--- src/rtl/pose_iir_filter_bank_top_assert.svh ---
// ----------------------------------------------------------------------------
// Assertion macros for the pose IIR filter bank
// Each macro checks one clocked implication on clk, disabled during rst.
// ----------------------------------------------------------------------------
`ifndef POSE_IIR_FILTER_BANK_TOP_ASSERT_SVH
`define POSE_IIR_FILTER_BANK_TOP_ASSERT_SVH

// Same-cycle implication.
`define PIF_ASSERT_NOW(lbl, ante, cons, msg) \
  lbl: assert property (@(posedge clk) disable iff (rst) (ante) |-> (cons)) \
    else $error(msg);

// Next-cycle implication.
`define PIF_ASSERT_NEXT(lbl, ante, cons, msg) \
  lbl: assert property (@(posedge clk) disable iff (rst) (ante) |=> (cons)) \
    else $error(msg);

`endif

--- src/rtl/pif_pkg.sv ---
// ----------------------------------------------------------------------------
// pif_pkg
// Shared types and constants of the pose IIR filter bank.
// ----------------------------------------------------------------------------
package pif_pkg;

  localparam int NUM_FIELDS = 7;
  localparam int SAMPLE_W   = 32;
  localparam int COEF_W     = 32;
  localparam int PROD_W     = 64;
  localparam int ACC_W      = 66;   // seven full products without overflow
  localparam int FRAC_DROP  = 28;   // Q20.44 -> Q16.16
  localparam int ADDR_W     = 4;
  localparam int STEP_W     = 3;
  localparam int TDATA_W    = NUM_FIELDS * SAMPLE_W;

  localparam logic [ACC_W-1:0] ROUND_HALF = ACC_W'(1) << (FRAC_DROP - 1);

  // Order of the product terms in a lane, one per step.
  localparam logic [STEP_W-1:0] TERM_B0 = 3'd0;
  localparam logic [STEP_W-1:0] TERM_B1 = 3'd1;
  localparam logic [STEP_W-1:0] TERM_A1 = 3'd2;
  localparam logic [STEP_W-1:0] TERM_B2 = 3'd3;
  localparam logic [STEP_W-1:0] TERM_A2 = 3'd4;
  localparam logic [STEP_W-1:0] TERM_B3 = 3'd5;
  localparam logic [STEP_W-1:0] TERM_A3 = 3'd6;
  localparam logic [STEP_W-1:0] TERM_END = 3'd7;

  typedef enum logic [ADDR_W-1:0] {
    REG_ORDER = 4'd0,
    REG_B0    = 4'd1,
    REG_B1    = 4'd2,
    REG_B2    = 4'd3,
    REG_B3    = 4'd4,
    REG_A1    = 4'd5,
    REG_A2    = 4'd6,
    REG_A3    = 4'd7
  } pif_reg_t;

  typedef enum logic [1:0] {
    ORDER_FIRST  = 2'd0,
    ORDER_SECOND = 2'd1,
    ORDER_THIRD  = 2'd2,
    ORDER_ALT    = 2'd3
  } pif_order_t;

  typedef enum logic [1:0] {
    ST_IDLE,
    ST_RUN,
    ST_FIN
  } pif_state_t;

  // Control broadcast from the sequencer to every lane.
  typedef struct packed {
    logic                     load;      // capture new samples
    logic                     run;       // multiply / accumulate step
    logic [STEP_W-1:0]        step;
    logic                     term_en;   // term belongs to the selected order
    logic signed [COEF_W-1:0] coef;
    logic                     acc_neg;   // product of the previous step is feedback
    logic                     commit;    // result leaves, histories advance
    logic                     shift2;
    logic                     shift3;
    logic                     hist_clr;
    logic                     side;
  } pif_ctl_t;

endpackage

--- src/rtl/pif_lane.sv ---
// ----------------------------------------------------------------------------
// pif_lane
// One filter lane: histories per side, one multiplier, wide accumulator,
// round and saturate.
// ----------------------------------------------------------------------------
module pif_lane #(
  parameter int SIDES = 2
) (
  input  logic                              clk,
  input  logic                              rst,
  input  pif_pkg::pif_ctl_t                 ctl,
  input  logic signed [pif_pkg::SAMPLE_W-1:0] sample,
  output logic signed [pif_pkg::SAMPLE_W-1:0] y
);
  import pif_pkg::*;

  logic signed [SAMPLE_W-1:0] x;
  logic signed [SAMPLE_W-1:0] xh1 [SIDES];
  logic signed [SAMPLE_W-1:0] xh2 [SIDES];
  logic signed [SAMPLE_W-1:0] xh3 [SIDES];
  logic signed [SAMPLE_W-1:0] yh1 [SIDES];
  logic signed [SAMPLE_W-1:0] yh2 [SIDES];
  logic signed [SAMPLE_W-1:0] yh3 [SIDES];
  logic signed [SAMPLE_W-1:0] opd;
  logic signed [PROD_W-1:0]   prod;
  logic signed [ACC_W-1:0]    acc;
  logic signed [ACC_W-1:0]    prod_ext;
  logic [ACC_W-1:0]           rnd;
  logic [ACC_W-FRAC_DROP-1:0] shifted;
  logic                       fits;

  always_comb begin
    case (ctl.step)
      TERM_B0: opd = x;
      TERM_B1: opd = xh1[ctl.side];
      TERM_A1: opd = yh1[ctl.side];
      TERM_B2: opd = xh2[ctl.side];
      TERM_A2: opd = yh2[ctl.side];
      TERM_B3: opd = xh3[ctl.side];
      TERM_A3: opd = yh3[ctl.side];
      default: opd = '0;
    endcase
  end

  assign prod_ext = ACC_W'(prod);

  always_ff @(posedge clk) begin
    if (ctl.load) begin
      x <= sample;
    end
    if (ctl.run) begin
      prod <= ctl.term_en ? PROD_W'(ctl.coef * opd) : '0;
      if (ctl.step == TERM_B0) begin
        acc <= '0;
      end else if (ctl.acc_neg) begin
        acc <= acc - prod_ext;
      end else begin
        acc <= acc + prod_ext;
      end
    end
  end

  // Round half up, drop 28 fraction bits, clamp to 32 bits.
  assign rnd     = acc + ROUND_HALF;
  assign shifted = rnd[ACC_W-1:FRAC_DROP];
  assign fits    = (&shifted[ACC_W-FRAC_DROP-1:SAMPLE_W-1]) ||
                   !(|shifted[ACC_W-FRAC_DROP-1:SAMPLE_W-1]);

  always_comb begin
    if (fits) begin
      y = shifted[SAMPLE_W-1:0];
    end else if (shifted[ACC_W-FRAC_DROP-1]) begin
      y = {1'b1, {(SAMPLE_W-1){1'b0}}};
    end else begin
      y = {1'b0, {(SAMPLE_W-1){1'b1}}};
    end
  end

  always_ff @(posedge clk) begin
    if (rst || ctl.hist_clr) begin
      for (int s = 0; s < SIDES; s++) begin
        xh1[s] <= '0;
        xh2[s] <= '0;
        xh3[s] <= '0;
        yh1[s] <= '0;
        yh2[s] <= '0;
        yh3[s] <= '0;
      end
    end else if (ctl.commit) begin
      if (ctl.shift3) begin
        xh3[ctl.side] <= xh2[ctl.side];
        yh3[ctl.side] <= yh2[ctl.side];
      end
      if (ctl.shift2) begin
        xh2[ctl.side] <= xh1[ctl.side];
        yh2[ctl.side] <= yh1[ctl.side];
      end
      xh1[ctl.side] <= x;
      yh1[ctl.side] <= y;
    end
  end

endmodule

--- config.mk ---
export PLATFORM = sky130hd
export DESIGN_NAME = pif_lane
export DESIGN_NICKNAME = d
export VERILOG_FILES = /design/src/rtl/pose_iir_filter_bank_top_assert.svh /design/src/rtl/pif_pkg.sv /design/src/rtl/pif_lane.sv
export SDC_FILE = /design/constraint.sdc
export NUM_CORES = 2
export LEC_CHECK = 0
export BUFFER_PORTS_ARGS = -buffer_cell sky130_fd_sc_hd__buf_2
export CAP_MARGIN = 20
export CORE_MARGIN = 3
export CORE_UTILIZATION = 50
export CTS_CLUSTER_DIAMETER = 150
export DETAILED_ROUTE_END_ITERATION = 7
export PLACE_DENSITY = 0.67
export SETUP_SLACK_MARGIN = 0.02
export SLEW_MARGIN = 20
export SYNTH_ARGS = -nofsm -noshare
export SYNTH_HDL_FRONTEND = slang
export SYNTH_SLANG_ARGS = --single-unit
--- constraint.sdc ---
create_clock -name clk -period 20.6 [get_ports clk]
set_input_delay 4.12 -clock clk [delete_from_list [all_inputs] [get_ports clk]]
set_output_delay 4.12 -clock clk [all_outputs]
set_load 0.01 [all_outputs]
### Word level (Yosys, flattened, before mapping)

Memory sizes are Yosys's and may differ from the RTL's.
Index checks and enable logic that the tools add are counted.

* add/sub/neg operators: 3
* $mul: 1
* div/mod/pow operators: 0
* $lt $le $gt $ge: 0
* equality and inequality tests: 6
* shifts and indexed selects: 0
* multiplexer cells: 35
* bitwise operators: 0
* reductions and logical operators: 12

Operator list (number)
* two-way mux 32 bit: 8
* case mux 32 bit (7 select lines): 1
* OR reduction 32 bit: 6
* adder 66 x 28 -> 66 bit, second input constant: 1
* adder 66 x 64 -> 66 bit: 1
* two-way mux 66 bit: 1
* subtractor 66 x 64 -> 66 bit: 1
* multiplier 32 x 32 -> 64 bit: 1
* two-way mux 1 bit: 25
* == test 3 bit, second input constant: 3
* AND reduction 7 bit: 1
* OR reduction 7 bit: 1
* == test 3 x 2 -> 1 bit, second input constant: 2
* == test 3 x 1 -> 1 bit, second input constant: 1
* zero test 3 bit: 1
* logical OR 1 bit: 2
* zero test 1 bit: 1

* register bits: 162
* latch bits: 0
* memory bits (writable): 384
* ROM bits: 0
* bits of input ports: 78
* output and inout port bits: 32
* logic and storage cells: 66
* memories: 6

Memory list
* xh1: words 2, width 32, rd ports 1, clocked after Yosys merged registers in 0, write ports 2, RTL line pif_lane.sv:18 `logic signed [SAMPLE_W-1:0] xh1 [SIDES];`
* xh2: words 2, width 32, rd ports 1, clocked after Yosys merged registers in 0, write ports 2, RTL line pif_lane.sv:19 `logic signed [SAMPLE_W-1:0] xh2 [SIDES];`
* xh3: words 2, width 32, rd ports 1, clocked after Yosys merged registers in 0, write ports 2, RTL line pif_lane.sv:20 `logic signed [SAMPLE_W-1:0] xh3 [SIDES];`
* yh1: words 2, width 32, rd ports 1, clocked after Yosys merged registers in 0, write ports 2, RTL line pif_lane.sv:21 `logic signed [SAMPLE_W-1:0] yh1 [SIDES];`
* yh2: words 2, width 32, rd ports 1, clocked after Yosys merged registers in 0, write ports 2, RTL line pif_lane.sv:22 `logic signed [SAMPLE_W-1:0] yh2 [SIDES];`
* yh3: words 2, width 32, rd ports 1, clocked after Yosys merged registers in 0, write ports 2, RTL line pif_lane.sv:23 `logic signed [SAMPLE_W-1:0] yh3 [SIDES];`

### Depth between registers and ports, before layout

* word-level depth: 6
* depth in mapped cells: 38
* mapped depth without buffers: 34

### Worst setup path before layout

Ideal clock, no wire load.

* path type: input-to-reg
* start: in ctl[0] (netlist bit)
* end: reg prod[61] (data pin)
* library setup time: 0.269 ns
* arrival: 12.902 ns
* required time: 20.331 ns
* path slack: 7.429 ns
* stages: 32
* path buffers: 4
* cells stage by stage: clkbuf_1 -> buf_1 -> buf_2 -> mux2i_1 -> o22ai_1 -> or3_1 -> clkbuf_1 -> nand2_1 -> inv_1 -> fa_1 -> inv_1 -> fa_1 -> fa_1 -> inv_1 -> fa_1 -> inv_1 -> fa_1 -> inv_1 -> fa_1 -> fa_1 -> inv_1 -> fa_1 -> inv_1 -> ha_1 -> a21oi_1 -> o21bai_1 -> a21o_1 -> a221oi_1 -> and2_1 -> o21ai_2 -> a311oi_1 -> nor3_1

* word-level cells in the longest chain between the ends: 3
* elaborated cells on any way between the ends: 8
* classes of those cells: mul (1); mux (1); memory (6)

RTL lines
* start: declaration: RTL line pif_lane.sv:11 `input pif_pkg::pif_ctl_t ctl,`
* memory (2 x 32 bit), or another cell as far along
* case mux 32 bit (7 select lines) *: RTL line pif_lane.sv:33 `case (ctl.step)`
* multiplier 32 x 32 -> 64 bit *: RTL line pif_lane.sv:52 `prod <= ctl.term_en ? PROD_W'(ctl.coef * opd) : '0;`
* end signal: assignment: RTL line pif_lane.sv:52
* end: declaration: RTL line pif_lane.sv:25 `logic signed [PROD_W-1:0] prod;`

Mark *: on every way between the ends. The rest lies on a longest branch, timed or not.
A chain may end at the register's enable or synchronous reset.

### Worst setup path in the final report

* start: in ctl[0] (netlist bit)
* end: reg prod[62] (data pin)

The elaborated chain is that of the path after synthesis.

==> results.py <==
metrics = {
    "sta": {
        "skew_ns": 0.02873,
        "slew_headroom": 0.2315,
        "fin_tns_setup_ns": 0,
        "rsz0062_at_grt": "false",
        "min_period_ns": 14.69,
        "hold_viol": 0,
        "slew_violations": 0,
        "finalSetupViolations": 0,
        "timing.fmax_mhz": 68.07,
        "tightestPinTransition_ns": 1.121,
        "finalCritPeriodShare": 0.7131,
    },
    "clocking": {
        "ctsLongestPathBuffers": 3,
        "clock_latency_ns": 0.64,
        "cts_hold_buf": 0,
        "path_clk_slew_ns": 0.06,
        "root_buffer": "clkbuf_16",
        "cts-resized-gates": 0,
        "post_cts.repair.setup_buffers": 0,
        "h-tree-depth": 2,
        "cts_sinks": 546,
        "cts_made_buffers": 59,
        "cts_tree": "built",
    },
    "cells_and_area": {
        "syn2layout_area_growth_pct": 6.054,
        "fin_cells": 8149,
        "drive_above_1_share": 0.05234,
        "layout_commonest_cell": "fa_1",
        "mostFrequentLayoutCells": "fa_1, inv_1, nand2_1",
        "fin_nets": 7783,
        "final_cell_area_um2": 68610,
    },
    "global_route": {
        "grt_pass1_vias": 47850,
        "grt_max_degree": 86,
        "antenna_found_initial": 4,
        "grt_first_pass_wirelength_mm": 272.6,
        "track_usage": 0.2580,
        "overflow": 0,
    },
    "job": {
        "maxCapViolCount": 0,
    },
    "logic_synthesis": {
        "syn_avg_cell_area_um2": 9.967,
        "syn_area_um2": 64690,
        "synth_cells": 6491,
        "synthFlopType": "edfxtp_1",
        "synth_fp_nets": 7903,
        "yosysUniqueCellTypes": 77,
        "async_reset_ff_frac": 0,
        "synth_seq_area_share": 0.2534,
        "ys_warn_count": 0,
        "ys_seq_elements": 546,
        "synth-edff-count": 546,
    },
    "worst_setup_path": {
        "slowest_stage": "fa_2",
        "critPathRequiredTime_ns": 21.09,
        "endpoint_kind": "flip-flop",
        "crit_fanout": 57,
        "crit_type": "input port to flip-flop",
        "cp_common_cell": "fa_1",
        "cp_slowest_stage_delay_ns": 0.96,
        "worstPathArrival_ns": 15.18,
        "worstSetupStartpointType": "input port",
    },
    "routing": {
        "postRouteWirelength_mm": 171.5,
        "wl_per_cell_um": 21.04,
        "drc": 0,
        "vias": 45680,
        "detail-route-antenna-nets": 0,
        "dr.pass1.iters": 6,
        "drt_iter0_drc": 4018,
        "via_per_inst": 5.606,
    },
    "floorplanning": {
        "start_util": 0.5054,
        "rows": 131,
        "die_w_um": 365.7,
        "die_h_um": 365.7,
        "dieArea_um2": 133700,
        "io_pins": 110,
        "core_area_um2": 128000,
    },
    "worst_hold_path": {
        "hold_class": "flip-flop to flip-flop",
    },
    "place": {
        "hpwl_mm": 129.0,
        "dp_cells": 8038,
        "gp_congestion": 0.9274,
        "io_buffers": 109,
        "place_area_um2": 66660,
    },
    "outcome": {
        "status": "completed",
    },
}
==> path summary, 6_finish.rpt <==
path | start | end | slack (ns) | cells after the start
setup / recovery | ctl[0] | prod[62]$_SDFFCE_PN0P_ | 5.91 | 32
hold / removal | x[31]$_DFFE_PP_ | xh1[0][31]$_SDFFCE_PN0P_ | 0.59 | 1
setup reg to reg | yh1[1][5]$_SDFFCE_PN0P_ | prod[62]$_SDFFCE_PN0P_ | 10.98 | 29
hold reg to reg | x[31]$_DFFE_PP_ | xh1[0][31]$_SDFFCE_PN0P_ | 0.59 | 1
==> layout make-up <==
cell class | instances | area [um2]
diodes | 1 | 2.502
clock buffers | 68 | 1510
clock inverters | 41 | 399.1
fillers | 11320 | 59400
inverters | 1052 | 3949
multi-input cells | 4532 | 43080
flip-flops and latches | 546 | 16400
well taps | 1729 | 2163
repair buffers | 180 | 1111
==> worst max-delay path, delay by kind of cell <==
kind / cells / cell delay (ns)
multiplexers: 1 / 0.22
AO/OA/AOI/OAI: 7 / 1.68
adder cells (fa/ha/maj): 9 / 5.11
buffers and inverters: 10 / 3.23
AND/OR/NAND/NOR: 5 / 0.62
==> synth_stat cells, types with 24 or more instances <==
| cell type | count | share of area |
|---|---|---|
| o21ai_0 | 120 | 0.0093 |
| nor3_1 | 64 | 0.0050 |
| nand4_1 | 31 | 0.0030 |
| xnor2_1 | 130 | 0.018 |
| a21oi_1 | 252 | 0.019 |
| edfxtp_1 | 546 | 0.25 |
| and2_1 | 445 | 0.043 |
| inv_1 | 1051 | 0.061 |
| a221oi_1 | 26 | 0.0035 |
| o22ai_1 | 78 | 0.0075 |
| nor2b_1 | 141 | 0.014 |
| nor2_1 | 525 | 0.030 |
| mux2i_1 | 179 | 0.028 |
| clkbuf_1 | 297 | 0.017 |
| ha_1 | 251 | 0.049 |
| a21o_1 | 71 | 0.0082 |
| buf_2 | 25 | 0.0019 |
| a31oi_1 | 24 | 0.0023 |
| xor2_1 | 78 | 0.011 |
| nand2b_1 | 39 | 0.0038 |
| fa_1 | 1083 | 0.34 |
| buf_1 | 32 | 0.0019 |
| and3_1 | 25 | 0.0024 |
| nand3_1 | 49 | 0.0038 |
| nand2_1 | 686 | 0.040 |
==> metrics by stage <==
step | setup slack [ns] | utilization | hold WS (ns)
after CTS | 5.661 | 0.5356 | 0.5997
after floorplan | 7.429 | - | 0.5397
after detailed placement | 5.050 | 0.5207 | 0.5733
after global routing | 5.404 | 0.5359 | 0.6098
final | 5.910 | 0.5360 | 0.5946
after global placement | 5.225 | 0.5207 | 0.5732
==> cell families after synthesis <==
family	count (synthesis)	share of synthesized area
fa+ha+maj	1334	0.3837
mux	179	0.02770
xor+xnor	208	0.02816
buf+inv	1413	0.08280
simple gates	2086	0.1542
compound gates	725	0.07001
flops	546	0.2534
==> flip-flops by register name, summed over array words and instances, names as in the netlist <==
name and flops:
yh3 64, xh1 64, xh2 64, prod 64, acc 66, xh3 64, x 32, yh2 64
yh1 64
==> per-layer routing <==
layer  vias up  part of all wire  track usage
met4         4             0.037      0.08452
met2      1552              0.49       0.4417
met5         -           0.00016            0
li1      20290                 -            -
met3       289             0.058      0.02274
met1     23550              0.41       0.3479
Power is left out: the tool's default activity adds up to more than one toggle a clock period on the data nets, which glitch-free logic cannot reach.
