<file path="config.mk">
export PLATFORM = sky130hd
export DESIGN_NAME = pif_out
export DESIGN_NICKNAME = d
export VERILOG_FILES = /design/src/rtl/pose_iir_filter_bank_top_assert.svh /design/src/rtl/pif_pkg.sv /design/src/rtl/pif_out.sv
export SDC_FILE = /design/constraint.sdc
export NUM_CORES = 1
export LEC_CHECK = 0
export ABC_AREA = 1
export BUFFER_PORTS_ARGS = -buffer_cell sky130_fd_sc_hd__buf_4
export CAP_MARGIN = 10
export CORE_AREA = 5 5 175 177
export CTS_BUF_LIST = sky130_fd_sc_hd__clkbuf_8
export CTS_CLUSTER_DIAMETER = 150
export DETAILED_ROUTE_END_ITERATION = 12
export DIE_AREA = 0 0 180 182
export SLEW_MARGIN = 20
export SYNTH_ARGS = -nofsm -noshare
export SYNTH_HDL_FRONTEND = slang
export SYNTH_SLANG_ARGS = --single-unit
</file>
<file path="constraint.sdc">
create_clock -name clk -period 0.8 [get_ports clk]
set_clock_uncertainty 0.1 [all_clocks]
set_input_delay 0.04 -clock clk [delete_from_list [all_inputs] [get_ports clk]]
set_output_delay 0.04 -clock clk [all_outputs]
set_load 0.01 [all_outputs]
</file>
<file path="src/rtl/pose_iir_filter_bank_top_assert.svh">
// ----------------------------------------------------------------------------
// Assertion macros for the pose IIR filter bank
// Each macro checks one clocked implication on clk, disabled during rst.
// ----------------------------------------------------------------------------
`ifndef POSE_IIR_FILTER_BANK_TOP_ASSERT_SVH
`define POSE_IIR_FILTER_BANK_TOP_ASSERT_SVH

// Same-cycle implication.
`define PIF_ASSERT_NOW(lbl, ante, cons, msg) \
  lbl: assert property (@(posedge clk) disable iff (rst) (ante) |-> (cons)) \
    else $error(msg);

// Next-cycle implication.
`define PIF_ASSERT_NEXT(lbl, ante, cons, msg) \
  lbl: assert property (@(posedge clk) disable iff (rst) (ante) |=> (cons)) \
    else $error(msg);

`endif

</file>
<file path="src/rtl/pif_pkg.sv">
// ----------------------------------------------------------------------------
// pif_pkg
// Shared types and constants of the pose IIR filter bank.
// ----------------------------------------------------------------------------
package pif_pkg;

  localparam int NUM_FIELDS = 7;
  localparam int SAMPLE_W   = 32;
  localparam int COEF_W     = 32;
  localparam int PROD_W     = 64;
  localparam int ACC_W      = 66;   // seven full products without overflow
  localparam int FRAC_DROP  = 28;   // Q20.44 -> Q16.16
  localparam int ADDR_W     = 4;
  localparam int STEP_W     = 3;
  localparam int TDATA_W    = NUM_FIELDS * SAMPLE_W;

  localparam logic [ACC_W-1:0] ROUND_HALF = ACC_W'(1) << (FRAC_DROP - 1);

  // Order of the product terms in a lane, one per step.
  localparam logic [STEP_W-1:0] TERM_B0 = 3'd0;
  localparam logic [STEP_W-1:0] TERM_B1 = 3'd1;
  localparam logic [STEP_W-1:0] TERM_A1 = 3'd2;
  localparam logic [STEP_W-1:0] TERM_B2 = 3'd3;
  localparam logic [STEP_W-1:0] TERM_A2 = 3'd4;
  localparam logic [STEP_W-1:0] TERM_B3 = 3'd5;
  localparam logic [STEP_W-1:0] TERM_A3 = 3'd6;
  localparam logic [STEP_W-1:0] TERM_END = 3'd7;

  typedef enum logic [ADDR_W-1:0] {
    REG_ORDER = 4'd0,
    REG_B0    = 4'd1,
    REG_B1    = 4'd2,
    REG_B2    = 4'd3,
    REG_B3    = 4'd4,
    REG_A1    = 4'd5,
    REG_A2    = 4'd6,
    REG_A3    = 4'd7
  } pif_reg_t;

  typedef enum logic [1:0] {
    ORDER_FIRST  = 2'd0,
    ORDER_SECOND = 2'd1,
    ORDER_THIRD  = 2'd2,
    ORDER_ALT    = 2'd3
  } pif_order_t;

  typedef enum logic [1:0] {
    ST_IDLE,
    ST_RUN,
    ST_FIN
  } pif_state_t;

  // Control broadcast from the sequencer to every lane.
  typedef struct packed {
    logic                     load;      // capture new samples
    logic                     run;       // multiply / accumulate step
    logic [STEP_W-1:0]        step;
    logic                     term_en;   // term belongs to the selected order
    logic signed [COEF_W-1:0] coef;
    logic                     acc_neg;   // product of the previous step is feedback
    logic                     commit;    // result leaves, histories advance
    logic                     shift2;
    logic                     shift3;
    logic                     hist_clr;
    logic                     side;
  } pif_ctl_t;

endpackage

</file>
<file path="src/rtl/pif_out.sv">
// ----------------------------------------------------------------------------
// pif_out
// Merge stage: gathers the lane results into one output item and holds it
// until the sink takes it.
// ----------------------------------------------------------------------------
module pif_out #(
  parameter int VALUES_PER_SIDE = 7
) (
  input  logic                                clk,
  input  logic                                rst,
  input  logic                                push,
  input  logic                                side,
  input  logic signed [pif_pkg::SAMPLE_W-1:0] lane_y [VALUES_PER_SIDE],
  output logic                                free,
  output logic                                m_axis_tvalid,
  input  logic                                m_axis_tready,
  output logic [pif_pkg::TDATA_W-1:0]         m_axis_tdata,
  output logic [0:0]                          m_axis_tuser
);
  import pif_pkg::*;

  assign free = !m_axis_tvalid || m_axis_tready;

  always_ff @(posedge clk) begin
    if (rst) begin
      m_axis_tvalid <= 1'b0;
    end else if (push) begin
      m_axis_tvalid <= 1'b1;
    end else if (m_axis_tready) begin
      m_axis_tvalid <= 1'b0;
    end
  end

  always_ff @(posedge clk) begin
    if (push) begin
      m_axis_tuser[0] <= side;
    end
  end

  for (genvar k = 0; k < NUM_FIELDS; k++) begin : g_field
    if (k < VALUES_PER_SIDE) begin : g_used
      always_ff @(posedge clk) begin
        if (push) begin
          m_axis_tdata[k*SAMPLE_W +: SAMPLE_W] <= lane_y[k];
        end
      end
    end else begin : g_unused
      always_ff @(posedge clk) begin
        if (push) begin
          m_axis_tdata[k*SAMPLE_W +: SAMPLE_W] <= '0;
        end
      end
    end
  end

endmodule

</file>
======== Word level (Yosys, flattened, before mapping) ========
Index checks and enable logic that the tools add are counted.
word-level totals
  flip-flop bits (word level) ............. 226
  input bits .............................. 229
  output and inout bits ................... 227
  logic and storage cells ................. 14
operators by class
  mux-type cells .......................... 2
  reduce and logical (&&, ||, !) cells .... 3
operators by type and width
  kind                count
  2-to-1 mux 1 bit    2
  nonzero test 2 bit  1
  zero test 1 bit     1
  logical OR 1 bit    1

======== Longest topological paths before layout ========
Gate-level depths: netlist of the first run.
  word-level depth ........................ 2
  depth in mapped cells ................... 3
  gate-level depth less buffers ........... 3

======== Worst setup path after synthesis of the first run ========
No wires, ideal clock.
  path kind ............................... register -> register
  start ................................... register, netlist name m_axis_tvalid
  end ..................................... register m_axis_tvalid
  setup time .............................. 0.066 ns
  data arrival time ....................... 0.571 ns
  path slack .............................. 0.063 ns
  stages on the path, launching flop included .. 3
  period minus slack after synthesis ...... 0.737 ns
  cells stage by stage .................... dfxtp_1 nand2_2 a21oi_2
RTL lines
  item                    line           source
  end signal: assignment  pif_out.sv:26  m_axis_tvalid <= 1'b0;
  end signal: assignment  pif_out.sv:28  m_axis_tvalid <= 1'b1;
  end signal: assignment  pif_out.sv:30  m_axis_tvalid <= 1'b0;
  end: declaration        pif_out.sv:15  output logic m_axis_tvalid,

======== Final worst setup path of the first run ========
  start ................................... register m_axis_tdata[152] (netlist bit)
  end ..................................... output m_axis_tdata[152] (netlist bit)
RTL lines
  item                              line           source
  start: declaration                pif_out.sv:17  output logic [pif_pkg::TDATA_W-1:0] m_axis_tdata,
  start signal: indexed assignment  pif_out.sv:44  m_axis_tdata[k*SAMPLE_W +: SAMPLE_W] <= lane_y[k];
No word-level cell between the ends.

==> flow_summary.json, run 1 <==
{
  "outcome": "finished, violations left",
  "violations": "hold timing, setup timing",
  "p_sw_frac": 0.2251,
  "pre_cts_ws_ns": -0.1834,
  "slowest_stage": "edfxtp_1",
  "coreArea_um2": 29090,
  "cts_sinks": 226,
  "setup_violations": 227,
  "r2r-start": "m_axis_tvalid",
  "floorplan.initialDensity": 0.2338,
  "worst_hold_path_type": "in2reg",
  "clock_latency_ns": 0.51,
  "holdWs_ns": -0.2194,
  "grt_setup_unrepaired": "yes",
  "path_cells": "buf_6",
  "postSynthAreaPerCell_um2": 29.56,
  "min_to": "m_axis_tdata[59]",
  "clock_path_buffers": 3,
  "dieHeight_um": 182,
  "synthCells": 230,
  "p_switching_mw": 6.682,
  "critPathKind": "reg2out",
  "final_cell_area_um2": 14760,
  "fillerInstances": 2288,
  "critPathMaxStageDelay_ns": 0.48,
  "synth-seq-cells": 226,
  "clock.fmax_mhz": 760.6,
  "r2r_cells": 3,
  "ios": 456,
  "power.density_nw_per_um2": 2011,
  "ys_seq_area_frac": 0.9967,
  "ff2ff_setup_slack_ns": 0.01,
  "seq_power_share": 0.491,
  "r2r-end": "m_axis_tvalid",
  "syn_area_um2": 6799,
  "start_kind": "flop",
  "grt.overflow.total": 0,
  "final_common_cell": "buf_4",
  "mappedNetlistNets": 459,
  "drc_errors": 0,
  "std_cell_rows": 63,
  "hold_viol": 133,
  "grt_pass1_wl_um": 36330,
  "grt_max_degree": 45,
  "path_buf_inv": 1,
  "max_cap_violations": 0,
  "grt_pass1_vias": 6079,
  "drtAntennaViolNets": 0,
  "routed_wl_um": 25040,
  "hold_start": "push",
  "synth_top_cell_area_share": 0.9937,
  "setup_tns_ns": -86.12,
  "ys_types": 5,
  "setup_ws_ns": -0.5147,
  "critPathTopFamily": "flip-flops",
  "clkPwrFrac": 0.352,
  "intPower_mw": 23.00,
  "clockRootBuffer": "clkbuf_8",
  "whs_path_depth": 1,
  "drv_slew": 0,
  "dieArea_um2": 32760,
  "hold_buffers": 226,
  "tightest_slew_ns": 0.2344,
  "finalCriticalPeriod_ns": 1.315,
  "finalCritPeriodShare": 1.643,
  "antenna_found_initial": 6,
  "gp_congestion": 0.7884,
  "critPathMaxFanout": 1,
  "fin_nets": 1196,
  "final_cell_mix": "buf_4 (240), dlygate4sd3_1 (226), edfxtp_1 (225), buf_6 (224), clkbuf_8 (42)",
  "die_width_um": 180,
  "critPathRequiredTime_ns": 0.66,
  "yosysTopAreaCell": "edfxtp_1",
  "dr.pass1.iters": 4,
  "wl_per_cell_um": 18.01,
  "cts_tree": "built",
  "portBuffers": 455,
  "initialDrtViolationCount": 149,
  "ys.warnings.count": 0,
  "arrival_ns": 1.17,
  "grt_usage": 0.1440,
  "syn2layout_area_growth_pct": 117.1,
  "cts_max_level": 2,
  "end_kind": "output pin",
  "via_count": 5289,
  "place_hpwl_um": 16660,
  "comb_power_share": 0.157,
  "place_area_um2": 10860,
  "slew_headroom": 0.8437,
  "vdd_ir_drop_max_uv": 1229,
  "multi_input_area_um2": 15.01,
  "finalPower_mw": 29.68,
  "drive_gt1_frac": 0.5261,
  "cellLeakagePower_nw": 6.161,
  "viasPerCell": 3.805,
  "cts.reportedPaths.clkPinSlew_ns": 0.06,
  "synth.area.top_cells": "edfxtp_1 (99%), dfxtp_1 (0.29%), a21oi_2 (0.13%)",
  "cts_made_buffers": 40,
  "seqCellArea_um2": 6778
}
power groups by stage:
stage | Combinational [mW] | Sequential [mW] | Clock, mW
floorplan | 0.00870 | 15.1 | 0
finish | 4.67 | 14.6 | 10.4
global route | 4.92 | 14.7 | 11.5
CTS | 4.49 | 14.5 | 10.8
global placement | 3.19 | 14.6 | 0
detailed placement | 3.21 | 14.6 | 0
layout make-up:
| cell class | instances | share of cell area |
|---|---|---|
| sequential | 226 | 0.4591 |
| timing repair buffer | 695 | 0.4526 |
| clock buffer | 42 | 0.03916 |
| tap | 390 | 0.03305 |
| clock inverter | 29 | 0.01390 |
| multi-input combinational | 2 | 0.001017 |
| antenna | 4 | 0.0006780 |
| inverter | 2 | 0.0005085 |
cells in the mapped netlist:
master    count
a21oi_2       1
dfxtp_1       1
edfxtp_1    225
inv_1         2
nand2_2       1
worst max-delay path by stage:
stage / from / end / slack, ns / cells after the start
4_1_cts: m_axis_tdata[152] / m_axis_tdata[152] / -0.60 / 1
3_5_place_dp: push / m_axis_tdata[12] / -0.18 / 2
6_report: m_axis_tdata[152] / m_axis_tdata[152] / -0.51 / 1
2_1_floorplan: m_axis_tvalid / m_axis_tvalid / 0.06 / 2
3_3_place_gp: push / m_axis_tdata[111] / -0.18 / 2
5_1_grt: m_axis_tdata[152] / m_axis_tdata[152] / -0.60 / 1
through the flow:
stage / hold slack [ns] / instances / util
2_1_floorplan: 0.002445 / 230 / -
3_3_place_gp: 0.1183 / 1088 / 0.3733
3_5_place_dp: 0.1193 / 1088 / 0.3733
4_1_cts: -0.2631 / 1386 / 0.4977
5_1_grt: -0.2718 / 1390 / 0.5075
6_report: -0.2194 / 1390 / 0.5075
cell families after synthesis:
| group | count (synthesis) | share of synthesized area |
|---|---|---|
| AO/OA/AOI/OAI | 1 | 0.001288 |
| flip-flops | 226 | 0.9967 |
| AND/OR/NAND/NOR | 1 | 0.0009207 |
| buffers and inverters | 2 | 0.001105 |
state kept, by name, summed over array words and instances, names as in the netlist:
signal / cells
m_axis_tuser: 1
m_axis_tvalid: 1
m_axis_tdata: 224
timing repair:
item                       4_1_cts  5_1_grt
hold endpoints to repair       451      226
resized for setup              151       74
pin swaps                        0        1
setup buffers                    1        0
setup endpoints to repair      227      228
metal layers:
metal / vias up / routed length, um / track usage
met3: 48 / 2682 / 0.06390
li1: 2429 / - / -
met5: - / 27 / 0
met1: 2483 / 8639 / 0.1546
met2: 325 / 13160 / 0.2559
met4: 4 / 529 / 0.04450
Power figures use the tool's default switching activity.
==> run 2: changes to the inputs <==
Settings changed: CORE_AREA 5 5 175 177 to 5 5 177 179, DIE_AREA 0 0 180 182 to 0 0 182 184, SETUP_SLACK_MARGIN from default to 0.5.
==> run 2 against run 1 <==
Net effect:
- the flow still finishes with violations (hold timing, setup timing)
- final cell count down 16%
- critical endpoint is now m_axis_tdata[46]
- global-route usage down 1.4 points
- via count down 18%
- combinational power down 19%
- clock power about the same
- count of clock-buffer cells in the layout down 1
- cell area down 15%
- worst hold slack worse by 0.20 ns
- flip-flop and latch count unchanged
- utilization down 7.9 points
==> flow_summary.json, run 2 (synthesis gave the netlist of run 1 again) <==
{
  "whs_path_depth": 2,
  "outcome": "finished, violations left",
  "setup_tns_ns": -84.71,
  "critPathMaxStageDelay_ns": 0.42,
  "antenna_found_initial": 2,
  "grt_setup_unrepaired": "yes",
  "vdd_ir_drop_max_uv": 1184,
  "wl_per_cell_um": 19.77,
  "largest_reg_flops": 224,
  "dieHeight_um": 184,
  "power.density_nw_per_um2": 2274,
  "ios": 456,
  "path_cells": "buf_6",
  "gp_congestion": 0.8071,
  "dr.pass1.iters": 4,
  "critPathKind": "reg2out",
  "drv_slew": 0,
  "setup_ws_ns": -0.4314,
  "fin_nets": 976,
  "violations": "hold timing, setup timing",
  "arrival_ns": 1.09,
  "post-place-cells": 1090,
  "initialDrtViolationCount": 207,
  "viasPerCell": 3.731,
  "pre_cts_ws_ns": -0.1895,
  "cts_tree": "built",
  "final_cell_mix": "buf_4 (257), edfxtp_1 (225), buf_6 (208), clkbuf_8 (41), inv_1 (13)",
  "final_common_cell": "buf_4",
  "critPathRequiredTime_ns": 0.66,
  "clock_latency_ns": 0.52,
  "r2r_cells": 3,
  "path_buf_inv": 1,
  "cts_sinks": 226,
  "slowest_stage": "edfxtp_1",
  "clock_path_buffers": 3,
  "finalCritPeriodShare": 1.539,
  "grt_pass1_vias": 4912,
  "grt_usage": 0.1297,
  "setup_violations": 227,
  "drtAntennaViolNets": 0,
  "coreArea_um2": 29400,
  "cts.reportedPaths.clkPinSlew_ns": 0.06,
  "clock.fmax_mhz": 812.1,
  "cellLeakagePower_nw": 5.285,
  "max_cap_violations": 0,
  "end_kind": "output pin",
  "hold_viol": 451,
  "worst-path-stages": 1,
  "seqCellArea_um2": 6778,
  "fillerInstances": 2664,
  "multi_input_area_um2": 20.02,
  "critPathTopFamily": "flip-flops",
  "critPathMaxFanout": 1,
  "clockRootBuffer": "clkbuf_8",
  "diodes": 0,
  "grt.overflow.total": 0,
  "routed_wl_um": 23110,
  "portBuffers": 455,
  "finalCriticalPeriod_ns": 1.231,
  "final-instance-count-excl-fill": 1169,
  "cts_made_buffers": 40,
  "start_kind": "flop",
  "floorplan.initialDensity": 0.2312,
  "regMostFlops": "m_axis_tdata",
  "reg_top3": "m_axis_tdata x224, m_axis_tuser x1, m_axis_tvalid x1",
  "slew_headroom": 0.9027,
  "via_count": 4361,
  "holdWs_ns": -0.4161,
  "grt_max_degree": 25,
  "drive_gt1_frac": 0.6804,
  "tightest_slew_ns": 0.1459,
  "cts_max_level": 2,
  "syn2layout_area_growth_pct": 85.54,
  "dieArea_um2": 33490,
  "grt_pass1_wl_um": 31840,
  "worst_hold_path_type": "in2reg",
  "place_hpwl_um": 17590,
  "drc_errors": 0,
  "die_width_um": 182,
  "std_cell_rows": 63
}
run 2: changes by cell type in the layout (fill, tap and decap cells not counted), sizes merged:
cell	previous run	this run
dlygate4sd3	226	0
clkbuf	42	41
buf	469	475
diode	4	0
inv	14	13
clkinv	12	17
run 2: per-layer routing:
layer / vias up / track usage / part of all wire
met5: - / 0 / 0.0014
met4: 4 / 0.04563 / 0.028
met3: 53 / 0.06035 / 0.11
met2: 274 / 0.2238 / 0.52
met1: 2042 / 0.1410 / 0.34
li1: 1988 / - / -
run 2: power breakdown:
| group | total (mW) | switching (mW) | internal (mW) |
|---|---|---|---|
| clock network | 10.4 | 4.61 | 5.76 |
| registers | 14.5 | 0.425 | 14.1 |
| logic | 3.78 | 1.39 | 2.39 |
| total | 28.7 | 6.43 | 22.2 |
run 2: layout make-up:
| cell class | count | area share |
|---|---|---|
| inverters | 2 | 0.0005951 |
| flip-flops and latches | 226 | 0.5373 |
| repair buffers | 475 | 0.3598 |
| clock inverters | 33 | 0.01726 |
| well taps | 390 | 0.03868 |
| multi-input cells | 2 | 0.001587 |
| clock buffers | 41 | 0.04473 |
run 2: final timing paths:
kind | start | endpoint | slack, ns
min | rst | m_axis_tvalid | -0.42
max | m_axis_tdata[46] | m_axis_tdata[46] | -0.43
min reg2reg | m_axis_tvalid | m_axis_tvalid | 0.47
max reg2reg | m_axis_tvalid | m_axis_tvalid | 0.01
run 2: through the flow:
step / cell area, um^2 / total power, mW / util
final: 12610 / 28.68 / 0.4290
after global routing: 12610 / 30.06 / 0.4290
after CTS: 12420 / 29.07 / 0.4225
after detailed placement: 10890 / 17.86 / 0.3703
after global placement: 10890 / 17.80 / 0.3703
after floorplan: 6800 / 15.09 / -
run 2: repair_timing:
action / 4_1_cts / 5_1_grt
setup endpoints to repair: 429 / 228
endpoints found under the hold margin: 451 / 451
buffers inserted: 1 / 0
gates cloned: 4 / 0
gates resized for setup: 168 / 51
==> run 3: changes to the inputs <==
Settings changed: CORE_AREA 5 5 177 179 to 2 2 179 181, DIE_AREA 0 0 182 184 to 0 0 181 183, TNS_END_PERCENT from default to 10.
==> run 3 against run 2 <==
Net effect:
- the run still ends with hold timing, setup timing left
- die area down 1.1%
- non-clock buffer count down 5
- setup slack worse by 0.0023 ns
- worst hold slack worse by 0.0053 ns
- sequential power about the same
- critical path depth unchanged
- highest routed layer is now met4
- largest cell class unchanged
- sequential share of layout area up 0.95 points
==> flow_summary.json, run 3 (synthesis gave the netlist of run 1 again) <==
{
  "outcome": "finished, violations left",
  "violations": "hold timing, setup timing",
  "routed_wl_um": 19950,
  "drtAntennaViolNets": 0,
  "start_kind": "flop",
  "holdWs_ns": -0.4214,
  "setup_ws_ns": -0.4337,
  "grt_max_degree": 42,
  "pre_cts_ws_ns": -0.1651,
  "finalPower_mw": 27.69,
  "largest_reg_flops": 224,
  "drive_gt1_frac": 0.6767,
  "fillerInstances": 2847,
  "tightest_slew_ns": 0.2081,
  "cts_tree": "built",
  "initialDrtViolationCount": 191,
  "fin_nets": 969,
  "vdd_ir_drop_max_uv": 1635,
  "wl_per_cell_um": 17.10,
  "hold_viol": 392,
  "dr.pass1.iters": 4,
  "max_cap_violations": 0,
  "gp_congestion": 0.7511,
  "critPathMaxStageDelay_ns": 0.43,
  "finalCriticalPeriod_ns": 1.234,
  "final_core_util": 0.3969,
  "final_common_cell": "buf_4",
  "slew_headroom": 0.8613,
  "via_count": 4356,
  "std_cell_rows": 65,
  "worst_hold_path_type": "in2reg",
  "end_kind": "output pin",
  "dieHeight_um": 183,
  "hold_start": "rst",
  "cts_made_buffers": 38,
  "startpoint": "m_axis_tdata[122]",
  "grt_pass1_wl_um": 27710,
  "cts_setup_buffers": 0,
  "dieArea_um2": 33120,
  "grt.overflow.total": 0,
  "cts_max_level": 2,
  "regMostFlops": "m_axis_tdata",
  "cellLeakagePower_nw": 5.163,
  "die_width_um": 181,
  "setup_violations": 227,
  "slowest_stage": "edfxtp_1",
  "seqCellArea_um2": 6778,
  "drc_errors": 0,
  "critPathTopFamily": "flip-flops",
  "multi_input_area_um2": 20.02,
  "syn2layout_area_growth_pct": 82.31,
  "grt_usage": 0.1126,
  "drv_slew": 0,
  "cts_sinks": 226,
  "power.density_nw_per_um2": 2234,
  "portBuffers": 455,
  "antenna_found_initial": 1,
  "coreArea_um2": 31230,
  "clock.fmax_mhz": 810.6,
  "path_buf_inv": 1,
  "clock_path_buffers": 3,
  "critPathRequiredTime_ns": 0.66,
  "path_cells": "buf_6",
  "cts.reportedPaths.clkPinSlew_ns": 0.06,
  "floorplan.initialDensity": 0.2177,
  "arrival_ns": 1.09,
  "finalCritPeriodShare": 1.542,
  "clock_latency_ns": 0.50,
  "critPathMaxFanout": 1,
  "reg_top3": "m_axis_tdata x224, m_axis_tuser x1, m_axis_tvalid x1",
  "grt_pass1_vias": 4747,
  "grt_setup_unrepaired": "yes",
  "critPathKind": "reg2out",
  "place_hpwl_um": 14900,
  "viasPerCell": 3.733,
  "r2r-start": "m_axis_tvalid",
  "clockRootBuffer": "clkbuf_8",
  "final_cell_mix": "buf_4 (257), edfxtp_1 (225), buf_6 (209), clkbuf_8 (39), inv_1 (12)",
  "ios": 456
}
-- run 3: cell types whose count changed in the layout (fill, tap and decap cells not counted), sizes merged --
cell and change:
diode +1, clkbuf -2, buf -5, inv -1
bufinv -1, clkinv -6
-- run 3: final cells by class --
type                            count  area share
Sequential cell                   226      0.5468
Inverter                            2   0.0006056
Antenna cell                        1   0.0002019
Tap cell                          402     0.04058
Clock buffer                       39     0.04330
Timing Repair Buffer              470      0.3544
Multi-Input combinational cell      2    0.001615
Clock inverter                     25     0.01252
-- run 3: power by group --
part | total [mW] | internal, mW | switching (mW)
clock | 9.55 | 5.14 | 4.41
sequential | 14.5 | 14.1 | 0.429
combinational | 3.61 | 2.31 | 1.30
-- run 3: worst register-to-register path, cell delays in order (launching register included) --
cell,delay (ns)
dfxtp_2,0.35
nand2_4,0.06
a21oi_2,0.10
-- run 3: path summary, 6_finish.rpt --
check | depth (start not counted) | end | slack [ns]
max | 1 | m_axis_tdata[122] | -0.43
min | 2 | m_axis_tvalid | -0.42
max reg2reg | 2 | m_axis_tvalid | 0.13
min reg2reg | 2 | m_axis_tvalid | 0.38
-- run 3: stage by stage --
stage	instances	setup TNS, ns	area, um^2
after global routing	1167	-99.50	12400
after global placement	1102	-26.48	10880
final	1167	-84.17	12400
after detailed placement	1102	-27.38	10880
after CTS	1166	-95.86	12210
after floorplan	230	0	6800
-- run 3: what timing repair did --
action / CTS / global route
setup endpoints to repair: 422 / 348
hold endpoints to repair: 451 / 451
gates resized for setup: 166 / 49
-- run 3: metal layers --
metal	vias to the layer above	wire length, um	global-route usage
met3	45	2620	0.06017
met2	315	10180	0.1969
met1	2027	6549	0.1110
li1	1969	-	-
met5	-	0	0
met4	0	598	0.04878
